### config.mk
export PLATFORM = sky130hd
export DESIGN_NAME = chm_fifo
export DESIGN_NICKNAME = d
export VERILOG_FILES = /design/src/hw/rtl/chained_hash_map_defines.svh /design/src/hw/rtl/chm_fifo.sv
export SDC_FILE = /design/constraint.sdc
export NUM_CORES = 1
export LEC_CHECK = 0
export ABC_AREA = 1
export BUFFER_PORTS_ARGS = -buffer_cell sky130_fd_sc_hd__buf_2
export CORE_MARGIN = 3
export CORE_UTILIZATION = 49
export DETAILED_ROUTE_END_ITERATION = 8
export PLACE_DENSITY = 0.75
export SYNTH_ARGS = -nofsm -noshare
export SYNTH_HDL_FRONTEND = slang
export SYNTH_SLANG_ARGS = --single-unit
### constraint.sdc
create_clock -name clk -period 1.6 [get_ports clk]
set_input_delay 0.16 -clock clk [delete_from_list [all_inputs] [get_ports clk]]
set_output_delay 0.16 -clock clk [all_outputs]
set_load 0.05 [all_outputs]
### src/hw/rtl/chained_hash_map_defines.svh
// assertion macros for the chained hash map rtl
// used by modules that check their own control logic; expects clk and rst_n in scope
`ifndef CHAINED_HASH_MAP_DEFINES_SVH
`define CHAINED_HASH_MAP_DEFINES_SVH
`ifndef ASSERT_OFF
`define CHM_ASSERT(label, prop) \
  label: assert property (@(posedge clk) disable iff (!rst_n) prop) \
    else $error("chained hash map check failed");
`define CHM_ASSERT_ALWAYS(label, prop) \
  label: assert property (@(posedge clk) prop) \
    else $error("chained hash map check failed");
`else
`define CHM_ASSERT(label, prop)
`define CHM_ASSERT_ALWAYS(label, prop)
`endif
`endif

### src/hw/rtl/chm_fifo.sv
// two-entry queue between the hashing front end and the table engine
// no package dependency
module chm_fifo #(
  parameter int WIDTH = 8
) (
  input  logic             clk,
  input  logic             rst_n,
  input  logic             wr_valid,
  output logic             wr_ready,
  input  logic [WIDTH-1:0] wr_data,
  output logic             rd_valid,
  input  logic             rd_ready,
  output logic [WIDTH-1:0] rd_data
);

  logic [WIDTH-1:0] slot_r [2];
  logic             wr_ptr_r;
  logic             rd_ptr_r;
  logic [1:0]       count_r;
  logic             push;
  logic             pop;

  assign wr_ready = (count_r != 2'd2);
  assign rd_valid = (count_r != 2'd0);
  assign rd_data  = slot_r[rd_ptr_r];
  assign push     = wr_valid && wr_ready;
  assign pop      = rd_valid && rd_ready;

  always_ff @(posedge clk) begin
    if (push) begin
      slot_r[wr_ptr_r] <= wr_data;
    end
  end

  always_ff @(posedge clk) begin
    if (!rst_n) begin
      wr_ptr_r <= 1'b0;
      rd_ptr_r <= 1'b0;
      count_r  <= 2'd0;
    end else begin
      if (push) begin
        wr_ptr_r <= !wr_ptr_r;
      end
      if (pop) begin
        rd_ptr_r <= !rd_ptr_r;
      end
      unique case ({push, pop})
        2'b10:   count_r <= count_r + 2'd1;
        2'b01:   count_r <= count_r - 2'd1;
        default: count_r <= count_r;
      endcase
    end
  end

endmodule

==> results by group <==
CTS
  – CTS tree: yes
  – Clock root buffer: clkbuf_4
  – Post-CTS Setup Bufs: 0
  – Longest Clk Path Bufs: 2
  – Sink Count: 21
  – Worst-Skew Late Latency: around 0.3 ns
  – H-tree depth: 1
  – Clock Pin Slew Worst Setup and Hold Paths: 0.11 ns
  – CTS Buf Count: 3

Timing
  – Setup_tns: 0 ns
  – Max frequency: 682 MHz
  – Fin. max-slew vios: 0
  – Crit path time final: 1.47 ns
  – RSZ-0062 raised after global routing: no
  – Final hold slack: roughly 0.044 ns
  – # setup viols final: 0
  – Final worst slack: 0.134 ns
  – Slew margin rel.: 83.2%
  – Slew @ Worst Pin: 0.254 ns
  – Period utilisation layout: 91.6%
  – Hold Violations, Final: 0
  – Clk_skew: 0.00693 ns

Routing
  – Post-route antenna net violation count: 0
  – Vias per cell: 5.34
  – Pre-antenna DRT Iters: 2
  – Post-route DRC: 0
  – Vias: 550
  – Drt wl/cell: 12.6 um
  – DRT iter0 DRCs: 7
  – Post-Route WL: 1.30 mm

Die
  – Initial core utilization: between 50% and 60%
  – IO Count: 22
  – Die Y: 47.2 um
  – Die Width: 47.2 um
  – Rows: 14
  – Die Area: 2230 sq um
  – Core Area: ~1600 sq um

GRT
  – Vias in the first global route: 465
  – Largest net degree at the start of global routing: 13
  – First-pass GRT wire length: between 1.5 and 2 mm
  – GRT overflow: 0
  – All-Layer GR Usage: ~13%
  – Initial antenna violation count: 0

Logic synthesis
  – Largest area contributor in the netlist: edfxtp_1
  – Syn avg cell area: 13.6 sq um
  – Top-count cell post-synth: edfxtp_1
  – Synth top area cells: edfxtp_1, dfxtp_1, mux2_1
  – Prevailing post-synth register cell: edfxtp_1
  – Number of synthesized flops with an enable pin: 16
  – Share of the synthesized area in the top cell type: 57.7%
  – Syn nets: 74
  – Yosys reg bits: 21
  – Post-synth top cells: edfxtp_1, nor2_1, nand2_1
  – Unique masters post-synth: 17
  – Synthesized area: 832 sq um
  – Register area share after synthesis: 69.8%
  – Synth warn: 0
  – Async set or reset register ratio after synthesis: 0%
  – Gate Count Post-Synth: 61

Critical path
  – R2R cell count: 9
  – RR Startpoint: count_r[0]$_SDFFE_PN0P_
  – Worst path required time: 1.44 ns
  – Worst setup endpoint: rd_data[5]
  – Reg-to-reg endpoint: count_r[1]$_SDFFE_PN0P_
  – Startpoint Class: flip-flop
  – Data arrival time of the critical path: 1.31 ns
  – Worst Path Max Fanout: 8
  – R2R Setup Slk: roughly 0.24 ns
  – Crit. End Element: primary output
  – Critical path type: flip-flop to primary output

Final layout
  – FILL cells: 123
  – Layout cells sized above 1: 40.2%
  – Antenna cells: 0
  – Nets: 101
  – Area growth, synth to finish: 19.7%

Power and ir drop
  – P_leak: 0.000415 uW
  – Internal cell power: 914 uW
  – Clock power share: 16.3%
  – Comb power frac: 35.1%
  – Power Dens Cells: 1500 nW/um^2
  – Power share of the sequential group: 48.5%
  – Max VDD drop: 0.000735 V
  – Total Power: 1500 uW
  – Sw Ratio: approximately two fifths
  – Psw: 581 uW

Hold path
  – Min-delay worst type: primary input to flip-flop

Place
  – Final Wtd Congestion: about 0.75
  – HPWL Detailed: ~1000 um
  – # port buffers: 21
  – Place WS: 0.258 ns

Run status
  – Status: finished clean

Flow run
  – Max_cap viols: 0
repair_timing:
action | CTS | global route
gates resized for setup | 1 | 0
endpoints found under the setup margin | 5 | 0
hold buffers | 0 | 0
final cells by class:
| cell class | count | area, sq um | share of cell area, % |
|---|---|---|---|
| clock buffers | 3 | 22.5 | 2.26 |
| clock inverters | 1 | 5.00 | 0.503 |
| inverters | 5 | 18.8 | 1.88 |
| multi-input cells | 34 | 228 | 22.9 |
| flip-flops and latches | 21 | 582 | 58.4 |
| well taps | 16 | 20.0 | 2.01 |
| repair buffers | 23 | 120 | 12.1 |
cells in the final DEF (no fill, tap or decap), drive strengths merged:
cell	synthesis	routed
ha	1	1
clkinv	0	1
inv	5	5
clkbuf	0	3
o21a	1	1
nand2	8	8
edfxtp	16	16
a21oi	2	2
mux2	8	8
nand3	1	1
nor2	10	10
dfxtp	5	5
nand4	1	1
o21ai	2	2
buf	1	23
per-stage QoR:
step / utilization [%] / std cells / cell area (sq um)
after CTS: 63.9 / 103 / 996
after floorplan: - / 61 / 832
after detailed placement: 62.0 / 99 / 967
after global placement: 62.0 / 99 / 967
final: 63.9 / 103 / 996
after global routing: 63.9 / 103 / 996
registers in the layout, summed over array words and instances (netlist names), named ones only:
register  count
rd_ptr_r      1
slot_r       16
count_r       2
wr_ptr_r      1
critical path, stage by stage, from the launching register on:
cell     delay, ns
dfxtp_2       0.45
mux2_2        0.36
buf_2         0.21
per-layer routing:
metal | track usage [%] | vias to the layer above | routed length [um]
met5 | 0 | - | 0
met4 | 8.29 | 0 | 12
met3 | 4.98 | 2 | 69
met2 | 19.8 | 12 | 646
met1 | 14.5 | 268 | 567
li1 | - | 268 | -
power by group through the flow:
stage | registers [uW] | clock network [uW] | logic (uW)
floorplan | 712 | 0 | 436
global placement | 733 | 0 | 521
detailed placement | 739 | 0 | 530
CTS | 728 | 248 | 532
global route | 738 | 281 | 560
finish | 726 | 244 | 526
kinds of logic (layout without fill, tap and decap cells):
kind of cell    after synthesis  after routing  share of synthesized area, %
fa+ha+maj                     1              1                          1.50
buf+inv                       6             32                          2.86
simple gates                 20             20                          11.3
mux                           8              8                          10.8
compound gates                5              5                          3.76
flops                        21             21                          69.8
worst min-delay path by stage:
stage	endpoint	depth (start not counted)	start	slack [ns]
after floorplan	slot_r[0][0]$_DFFE_PP_	0	wr_data[0]	0.26
after global placement	slot_r[0][2]$_DFFE_PP_	1	wr_data[2]	0.35
after detailed placement	slot_r[1][5]$_DFFE_PP_	1	wr_data[5]	0.35
after CTS	slot_r[0][3]$_DFFE_PP_	1	wr_data[3]	0.04
after global routing	slot_r[1][5]$_DFFE_PP_	1	wr_data[5]	0.02
final	slot_r[0][6]$_DFFE_PP_	1	wr_data[6]	0.04
Note: power is estimated with default switching activity, not from simulation.
