<file path="src/hw/rtl/chained_hash_map_defines.svh">
// assertion macros for the chained hash map rtl
// used by modules that check their own control logic; expects clk and rst_n in scope
`ifndef CHAINED_HASH_MAP_DEFINES_SVH
`define CHAINED_HASH_MAP_DEFINES_SVH
`ifndef ASSERT_OFF
`define CHM_ASSERT(label, prop) \
  label: assert property (@(posedge clk) disable iff (!rst_n) prop) \
    else $error("chained hash map check failed");
`define CHM_ASSERT_ALWAYS(label, prop) \
  label: assert property (@(posedge clk) prop) \
    else $error("chained hash map check failed");
`else
`define CHM_ASSERT(label, prop)
`define CHM_ASSERT_ALWAYS(label, prop)
`endif
`endif

</file>
<file path="src/hw/rtl/chm_pkg.sv">
// shared types, widths, codes and the hash round function of the chained hash map
// no dependencies
package chm_pkg;

  localparam int OP_W    = 2;
  localparam int KEY_W   = 32;
  localparam int VAL_W   = 32;
  localparam int ST_W    = 2;
  localparam int CFG_W   = 4;
  localparam int LOG2_W  = 5;
  localparam int EPOCH_W = 4;
  localparam int STEP_W  = 3;

  localparam logic [CFG_W-1:0]  CFG_RESET = 4'd12;
  localparam logic [STEP_W-1:0] HASH_LAST = 3'd5;

  typedef enum logic [OP_W-1:0] {
    OP_INSERT = 2'd0,
    OP_LOOKUP = 2'd1,
    OP_CLEAR  = 2'd2
  } op_t;

  typedef enum logic [ST_W-1:0] {
    ST_OK        = 2'd0,
    ST_NOT_FOUND = 2'd1,
    ST_FULL      = 2'd2
  } status_t;

  localparam logic [31:0] HC0 = 32'h7ed55d16;
  localparam logic [31:0] HC1 = 32'hc761c23c;
  localparam logic [31:0] HC2 = 32'h165667b1;
  localparam logic [31:0] HC3 = 32'hd3a2646c;
  localparam logic [31:0] HC4 = 32'hfd7046c5;
  localparam logic [31:0] HC5 = 32'hb55a4f09;

  function automatic logic [31:0] mix_step(input logic [31:0] a, input logic [STEP_W-1:0] step);
    logic [31:0] r;
    unique case (step)
      3'd0:    r = a + HC0 + (a << 12);
      3'd1:    r = a ^ (HC1 ^ (a >> 19));
      3'd2:    r = a + HC2 + (a << 5);
      3'd3:    r = (a + HC3) ^ (a << 9);
      3'd4:    r = a + HC4 + (a << 3);
      3'd5:    r = a ^ HC5 ^ (a >> 16);
      default: r = a;
    endcase
    return r;
  endfunction

endpackage

</file>
<file path="src/hw/rtl/chm_if.sv">
// valid/ready channel interfaces of the chained hash map: request, response, config
// depends on chm_pkg for field widths
interface chm_in_if;
  logic                       valid;
  logic                       ready;
  logic [chm_pkg::OP_W-1:0]   op;
  logic [chm_pkg::KEY_W-1:0]  key;
  logic [chm_pkg::VAL_W-1:0]  value;
  modport source (output valid, output op, output key, output value, input ready);
  modport sink   (input valid, input op, input key, input value, output ready);
endinterface


</file>
<file path="src/hw/rtl/chm_front.sv">
// front end: accepts request transactions and hashes the key one round per cycle
// depends on chm_pkg and chm_in_if; feeds chm_fifo
module chm_front #(
  parameter  int MAX_LOG2_SIZE = 12,
  localparam int IW            = MAX_LOG2_SIZE,
  localparam int QW            = chm_pkg::OP_W + chm_pkg::KEY_W + chm_pkg::VAL_W + IW
) (
  input  logic                        clk,
  input  logic                        rst_n,
  input  logic [chm_pkg::LOG2_W-1:0]  eff_log2,
  chm_in_if.sink                      in_ch,
  output logic                        q_valid,
  input  logic                        q_ready,
  output logic [QW-1:0]               q_data
);

  typedef struct packed {
    logic [chm_pkg::OP_W-1:0]  op;
    logic [chm_pkg::KEY_W-1:0] key;
    logic [chm_pkg::VAL_W-1:0] value;
    logic [IW-1:0]             bucket;
  } item_t;

  typedef enum logic [1:0] {
    F_IDLE,
    F_HASH,
    F_PUSH
  } fstate_t;

  fstate_t                     state_r;
  logic [chm_pkg::STEP_W-1:0]  step_r;
  logic [chm_pkg::OP_W-1:0]    op_r;
  logic [chm_pkg::KEY_W-1:0]   key_r;
  logic [chm_pkg::VAL_W-1:0]   value_r;
  logic [31:0]                 hash_r;
  logic [IW-1:0]               mask;
  item_t                       q_item;

  always_comb begin
    for (int i = 0; i < IW; i++) begin
      mask[i] = (i < int'(eff_log2));
    end
  end

  assign in_ch.ready   = (state_r == F_IDLE);
  assign q_valid       = (state_r == F_PUSH);
  assign q_item.op     = op_r;
  assign q_item.key    = key_r;
  assign q_item.value  = value_r;
  assign q_item.bucket = hash_r[IW-1:0] & mask;
  assign q_data        = q_item;

  always_ff @(posedge clk) begin
    if (!rst_n) begin
      state_r <= F_IDLE;
      step_r  <= '0;
    end else begin
      unique case (state_r)
        F_IDLE: begin
          if (in_ch.valid) begin
            op_r    <= in_ch.op;
            key_r   <= in_ch.key;
            value_r <= in_ch.value;
            hash_r  <= in_ch.key;
            step_r  <= '0;
            state_r <= F_HASH;
          end
        end
        F_HASH: begin
          hash_r <= chm_pkg::mix_step(hash_r, step_r);
          step_r <= step_r + 1'b1;
          if (step_r == chm_pkg::HASH_LAST) begin
            state_r <= F_PUSH;
          end
        end
        F_PUSH: begin
          if (q_ready) begin
            state_r <= F_IDLE;
          end
        end
        default: state_r <= F_IDLE;
      endcase
    end
  end

endmodule

</file>
<file path="src/flat_wrapper.sv">
// flat-port wrapper written by rule: the top's interface ports become plain ports
module chm_front_flat 
#(
  parameter  int MAX_LOG2_SIZE = 12,
  localparam int IW            = MAX_LOG2_SIZE,
  localparam int QW            = chm_pkg::OP_W + chm_pkg::KEY_W + chm_pkg::VAL_W + IW
)
  (clk, rst_n, eff_log2, q_valid, q_ready, q_data, in_ch_valid, in_ch_op, in_ch_key, in_ch_value, in_ch_ready);
  chm_in_if in_ch_i ();
  input  logic clk;
  input  logic rst_n;
  input  logic [chm_pkg::LOG2_W-1:0] eff_log2;
  output logic q_valid;
  input  logic q_ready;
  output logic [QW-1:0] q_data;
  input wire logic [$bits(in_ch_i.valid)-1:0] in_ch_valid;
  input wire logic [$bits(in_ch_i.op)-1:0] in_ch_op;
  input wire logic [$bits(in_ch_i.key)-1:0] in_ch_key;
  input wire logic [$bits(in_ch_i.value)-1:0] in_ch_value;
  output wire logic [$bits(in_ch_i.ready)-1:0] in_ch_ready;
  assign in_ch_i.valid = in_ch_valid;
  assign in_ch_i.op = in_ch_op;
  assign in_ch_i.key = in_ch_key;
  assign in_ch_i.value = in_ch_value;
  assign in_ch_ready = in_ch_i.ready;
  chm_front #(.MAX_LOG2_SIZE(MAX_LOG2_SIZE)) u_core (.clk(clk), .rst_n(rst_n), .eff_log2(eff_log2), .in_ch(in_ch_i), .q_valid(q_valid), .q_ready(q_ready), .q_data(q_data));
endmodule
</file>
<file path="config.mk">
export PLATFORM = sky130hd
export DESIGN_NAME = chm_front_flat
export DESIGN_NICKNAME = d
export VERILOG_FILES = /design/src/hw/rtl/chained_hash_map_defines.svh /design/src/hw/rtl/chm_pkg.sv /design/src/hw/rtl/chm_if.sv /design/src/hw/rtl/chm_front.sv /design/src/flat_wrapper.sv
export SDC_FILE = /design/constraint.sdc
export NUM_CORES = 1
export LEC_CHECK = 0
export BUFFER_PORTS_ARGS = -buffer_cell sky130_fd_sc_hd__buf_2
export CAP_MARGIN = 20
export CORE_ASPECT_RATIO = 0.8
export CORE_UTILIZATION = 34
export CTS_CLUSTER_SIZE = 25
export DETAILED_ROUTE_END_ITERATION = 10
export PLACE_DENSITY = 0.61
export SYNTH_ARGS = -nofsm -noshare
export SYNTH_HDL_FRONTEND = slang
export SYNTH_SLANG_ARGS = --single-unit
</file>
<file path="constraint.sdc">
create_clock -name clk -period 7 [get_ports clk]
set_clock_uncertainty 0.05 [all_clocks]
set_input_delay 0.35 -clock clk [delete_from_list [all_inputs] [get_ports clk]]
set_output_delay 0.35 -clock clk [all_outputs]
set_load 0.005 [all_outputs]
</file>
==> metrics.txt <==
# TYPE chip_impl_metric gauge
chip_impl_metric{name="ys_warns",unit=""} 0
chip_impl_metric{name="grt_usage",unit="%"} 24.60
chip_impl_info{name="clk_root_buffer_cell",value="sky130_fd_sc_hd__clkbuf_16"} 1
chip_impl_metric{name="synthesis.instances",unit=""} 1370
chip_impl_metric{name="setup-violations-final",unit=""} 0
chip_impl_metric{name="cts_made_buffers",unit=""} 9
chip_impl_metric{name="fmax",unit="MHz"} 206.7
chip_impl_metric{name="power_leakage",unit="uW"} 0.005694
chip_impl_metric{name="dp_hpwl",unit="um"} 33020
chip_impl_metric{name="grt_first_pass_wirelength",unit="um"} 65040
chip_impl_metric{name="fp.coreArea",unit="um2"} 33710
chip_impl_metric{name="powerDensity",unit="nW/um2"} 233.5
chip_impl_info{name="worst-setup-path-type",value="flip-flop to flip-flop"} 1
chip_impl_metric{name="finalCritPeriodShare",unit="%"} 69.12
chip_impl_metric{name="sum_of_overflow_across_all_layers_after_global_routing",unit=""} 0
chip_impl_metric{name="seq_area_frac_synth",unit="%"} 26.04
chip_impl_metric{name="slew_headroom",unit="%"} 22.22
chip_impl_metric{name="tightestPinTransition",unit="ps"} 1165
chip_impl_metric{name="synthesis.nets",unit=""} 1615
chip_impl_metric{name="die_y",unit="um"} 167.8
chip_impl_info{name="start_kind",value="flip-flop"} 1
chip_impl_metric{name="final_layout_size_suffix_gt1_share",unit="%"} 13.78
chip_impl_metric{name="route.detailed.wl_per_inst",unit="um"} 22.73
chip_impl_metric{name="grt_max_degree",unit=""} 50
chip_impl_metric{name="initial_utilization",unit="%"} 34.67
chip_impl_metric{name="cts.repair.resized",unit=""} 0
chip_impl_metric{name="synth.lib_cells_used.distinct",unit=""} 85
chip_impl_metric{name="holdBufCountCts",unit=""} 0
chip_impl_metric{name="h-tree-depth",unit=""} 3
chip_impl_metric{name="vdd_ir_drop_max",unit="V"} 0.0001616
chip_impl_metric{name="post_cts.repair.setup_buffers",unit=""} 0
chip_impl_metric{name="totalWireLength",unit="um"} 43720
chip_impl_metric{name="die_w",unit="um"} 209.3
chip_impl_metric{name="detail-route-antenna-nets",unit=""} 0
chip_impl_metric{name="design.portCount",unit=""} 155
chip_impl_info{name="cell_with_the_most_instances_after_synthesis",value="sky130_fd_sc_hd__ha_1"} 1
chip_impl_metric{name="grt_pass1_vias",unit=""} 10620
chip_impl_metric{name="ys_seq_elements",unit=""} 103
chip_impl_info{name="top_cells_by_area_in_the_synthesized_netlist",value="sky130_fd_sc_hd__edfxtp_1 25%, sky130_fd_sc_hd__ha_1 18%, sky130_fd_sc_hd__xnor2_1 6.6%"} 1
chip_impl_info{name="ys_dominant_reg_cell",value="sky130_fd_sc_hd__edfxtp_1"} 1
chip_impl_metric{name="row_count",unit=""} 60
chip_impl_metric{name="synth.avg_cell_area",unit="um2"} 8.531
chip_impl_info{name="cts_tree",value="done"} 1
chip_impl_metric{name="clock_latency",unit="ps"} 400
chip_impl_metric{name="path_depth",unit=""} 7
chip_impl_metric{name="synth_edf_count",unit=""} 98
chip_impl_metric{name="critical-path-max-stage-delay",unit="ps"} 980
chip_impl_metric{name="final_hold_vio_count",unit=""} 0
chip_impl_info{name="holdCritPathClass",value="primary input to flip-flop"} 1
chip_impl_metric{name="place.port_buffers",unit=""} 154
chip_impl_metric{name="timing.hold.ws",unit="ps"} 79.12
chip_impl_metric{name="max_cap_violations",unit=""} 0
chip_impl_info{name="crit_path_top_delay_cell",value="sky130_fd_sc_hd__nand3_1"} 1
chip_impl_metric{name="clock_edge_transition_at_the_registers_on_the_reported_setup_and_hold_paths",unit="ps"} 90
chip_impl_info{name="post_synth_most_frequent_cells",value="169 x sky130_fd_sc_hd__ha_1, 138 x sky130_fd_sc_hd__inv_1, 98 x sky130_fd_sc_hd__a21oi_1, 98 x sky130_fd_sc_hd__edfxtp_1, 96 x sky130_fd_sc_hd__nor2_1"} 1
chip_impl_metric{name="critical_path_buf_inv_count",unit=""} 1
chip_impl_metric{name="syn_to_final_growth",unit="%"} 12.93
chip_impl_metric{name="pre_cts_ws",unit="ps"} 2345
chip_impl_metric{name="cts.sinks",unit=""} 103
chip_impl_metric{name="cell_depth_of_the_worst_hold_path",unit=""} 1
chip_impl_metric{name="slew_violations",unit=""} 0
chip_impl_metric{name="drt_first_pass_iters",unit=""} 6
chip_impl_metric{name="cp_data_required_time",unit="ps"} 7190
chip_impl_metric{name="fin_util",unit="%"} 39.16
chip_impl_metric{name="avgViaCountPerCell",unit=""} 5.995
chip_impl_metric{name="critPathArrivalTime",unit="ps"} 5030
chip_impl_metric{name="reg2reg_path_depth",unit=""} 7
chip_impl_metric{name="die_area",unit="um2"} 35130
chip_impl_info{name="yosysTopAreaCell",value="sky130_fd_sc_hd__edfxtp_1"} 1
chip_impl_info{name="grt_setup_unrepaired",value="no"} 1
chip_impl_metric{name="net_count_of_the_finished_layout",unit=""} 1728
chip_impl_metric{name="netlist_area",unit="um2"} 11690
chip_impl_metric{name="gp_congestion",unit=""} 1.010
chip_impl_metric{name="drt_drc_violations_left",unit=""} 0
chip_impl_metric{name="final.setup.worst_slack",unit="ps"} 2162
chip_impl_info{name="run_status",value="complete, no violations"} 1
chip_impl_metric{name="num_vias",unit=""} 11540
chip_impl_metric{name="total_negative_setup_slacks",unit="ps"} 0
chip_impl_metric{name="first_iter_violations",unit=""} 1291
chip_impl_metric{name="clock_tree.buffer_depth",unit=""} 2
chip_impl_metric{name="grt_antenna_before_repair",unit=""} 2
chip_impl_metric{name="final.min_clock_period",unit="ps"} 4838
chip_impl_info{name="critical-path-top-delay-family",value="simple AND/OR/NAND/NOR gates"} 1
chip_impl_metric{name="async_reset_ff_share",unit="%"} 0
chip_impl_metric{name="p_total",unit="uW"} 3081
chip_impl_info{name="crit_chain",value="clkinv_1 -> nand2_1 -> nand3_1 -> or3_1 -> mux2i_1 -> o31ai_1 -> o211ai_1"} 1
chip_impl_metric{name="worstPathMaxFanout",unit=""} 25
chip_impl_metric{name="netlist.area_leader.share",unit="%"} 25.18
chip_impl_info{name="end_kind",value="flip-flop"} 1
cell families (layout without fill, tap and decap cells):
| group | count (synthesis) | count (layout) | synth area share [%] |
|---|---|---|---|
| compound gates | 417 | 417 | 24.74 |
| xor+xnor | 116 | 116 | 8.693 |
| fa+ha+maj | 170 | 170 | 18.26 |
| buf+inv | 206 | 324 | 6.744 |
| flops | 103 | 103 | 26.04 |
| mux | 15 | 15 | 1.285 |
| other cells | 0 | 2 | 0 |
| simple gates | 343 | 343 | 14.24 |
per-stage QoR:
stage	cell area, um2	std cells
detailed placement	12870	1906
global placement	12840	1904
CTS	13190	1922
global route	13190	1922
finish	13200	1924
floorplan	11690	1370
metal layers:
| layer | GRT usage [%] | share of wire (%) | up-vias | routed length (um) |
|---|---|---|---|---|
| met5 | 1.241 | 0.13 | - | 55 |
| met4 | 7.065 | 2.2 | 2 | 972 |
| met3 | 7.461 | 13 | 76 | 5652 |
| li1 | - | - | 5281 | - |
| met2 | 34.06 | 39 | 720 | 17210 |
| met1 | 36.03 | 45 | 5456 | 19830 |
registers in the layout, summed over array words and instances (netlist names):
signal and cells:
u_core.step_r 3, u_core.op_r 2, u_core.key_r 32, u_core.hash_r 32
u_core.value_r 32, u_core.state_r 2
final cells by class:
cell class	instances	area, um2
fillers	3427	20510
flip-flops and latches	103	3043
clock inverters	7	100.1
well taps	434	543.0
clock buffers	9	225.2
repair buffers	166	877.1
multi-input cells	1061	7873
inverters	142	533.0
diodes	2	5.005
final timing paths:
path	slack (ps)	to	from
worst max-delay path	2160	u_core.hash_r[24]	u_core.step_r[2]
worst min register to register	560	u_core.step_r[1]	u_core.step_r[1]
worst min-delay path	80	u_core.value_r[13]	in_ch_value[13]
worst max register to register	2160	u_core.hash_r[24]	u_core.step_r[2]
placed cells by master (no fill, tap or decap), types with 8 or more instances in the layout:
master                        n
sky130_fd_sc_hd__a221o_1      9
sky130_fd_sc_hd__and3_1      13
sky130_fd_sc_hd__o31ai_1      9
sky130_fd_sc_hd__nor2_1      95
sky130_fd_sc_hd__buf_4       10
sky130_fd_sc_hd__nand3_1     37
sky130_fd_sc_hd__a21oi_1     98
sky130_fd_sc_hd__o21a_1      11
sky130_fd_sc_hd__nor3_1      30
sky130_fd_sc_hd__or3_1       10
sky130_fd_sc_hd__nand2_1     85
sky130_fd_sc_hd__a22oi_1      8
sky130_fd_sc_hd__a211oi_1    13
sky130_fd_sc_hd__clkbuf_16    9
sky130_fd_sc_hd__a221oi_1    19
sky130_fd_sc_hd__o211ai_1    13
sky130_fd_sc_hd__o221ai_1    15
sky130_fd_sc_hd__o22ai_1     10
sky130_fd_sc_hd__and2_1      11
sky130_fd_sc_hd__o21bai_1    10
sky130_fd_sc_hd__a21o_1      38
sky130_fd_sc_hd__nand4_1      9
sky130_fd_sc_hd__nor2b_1      8
sky130_fd_sc_hd__xor2_1      28
sky130_fd_sc_hd__a31oi_1     19
sky130_fd_sc_hd__ha_1       169
sky130_fd_sc_hd__inv_1      138
sky130_fd_sc_hd__o21ai_0     73
sky130_fd_sc_hd__nand2b_1    16
sky130_fd_sc_hd__buf_2      154
sky130_fd_sc_hd__xnor2_1     88
sky130_fd_sc_hd__edfxtp_1    98
sky130_fd_sc_hd__mux2i_1     15
power breakdown:
group / total (uW) / switching (uW) / internal, uW
Clock: 588 / 298 / 290
Sequential: 805 / 81.3 / 724
Combinational: 1690 / 1030 / 658
Note: power is estimated with default switching activity, not from simulation.
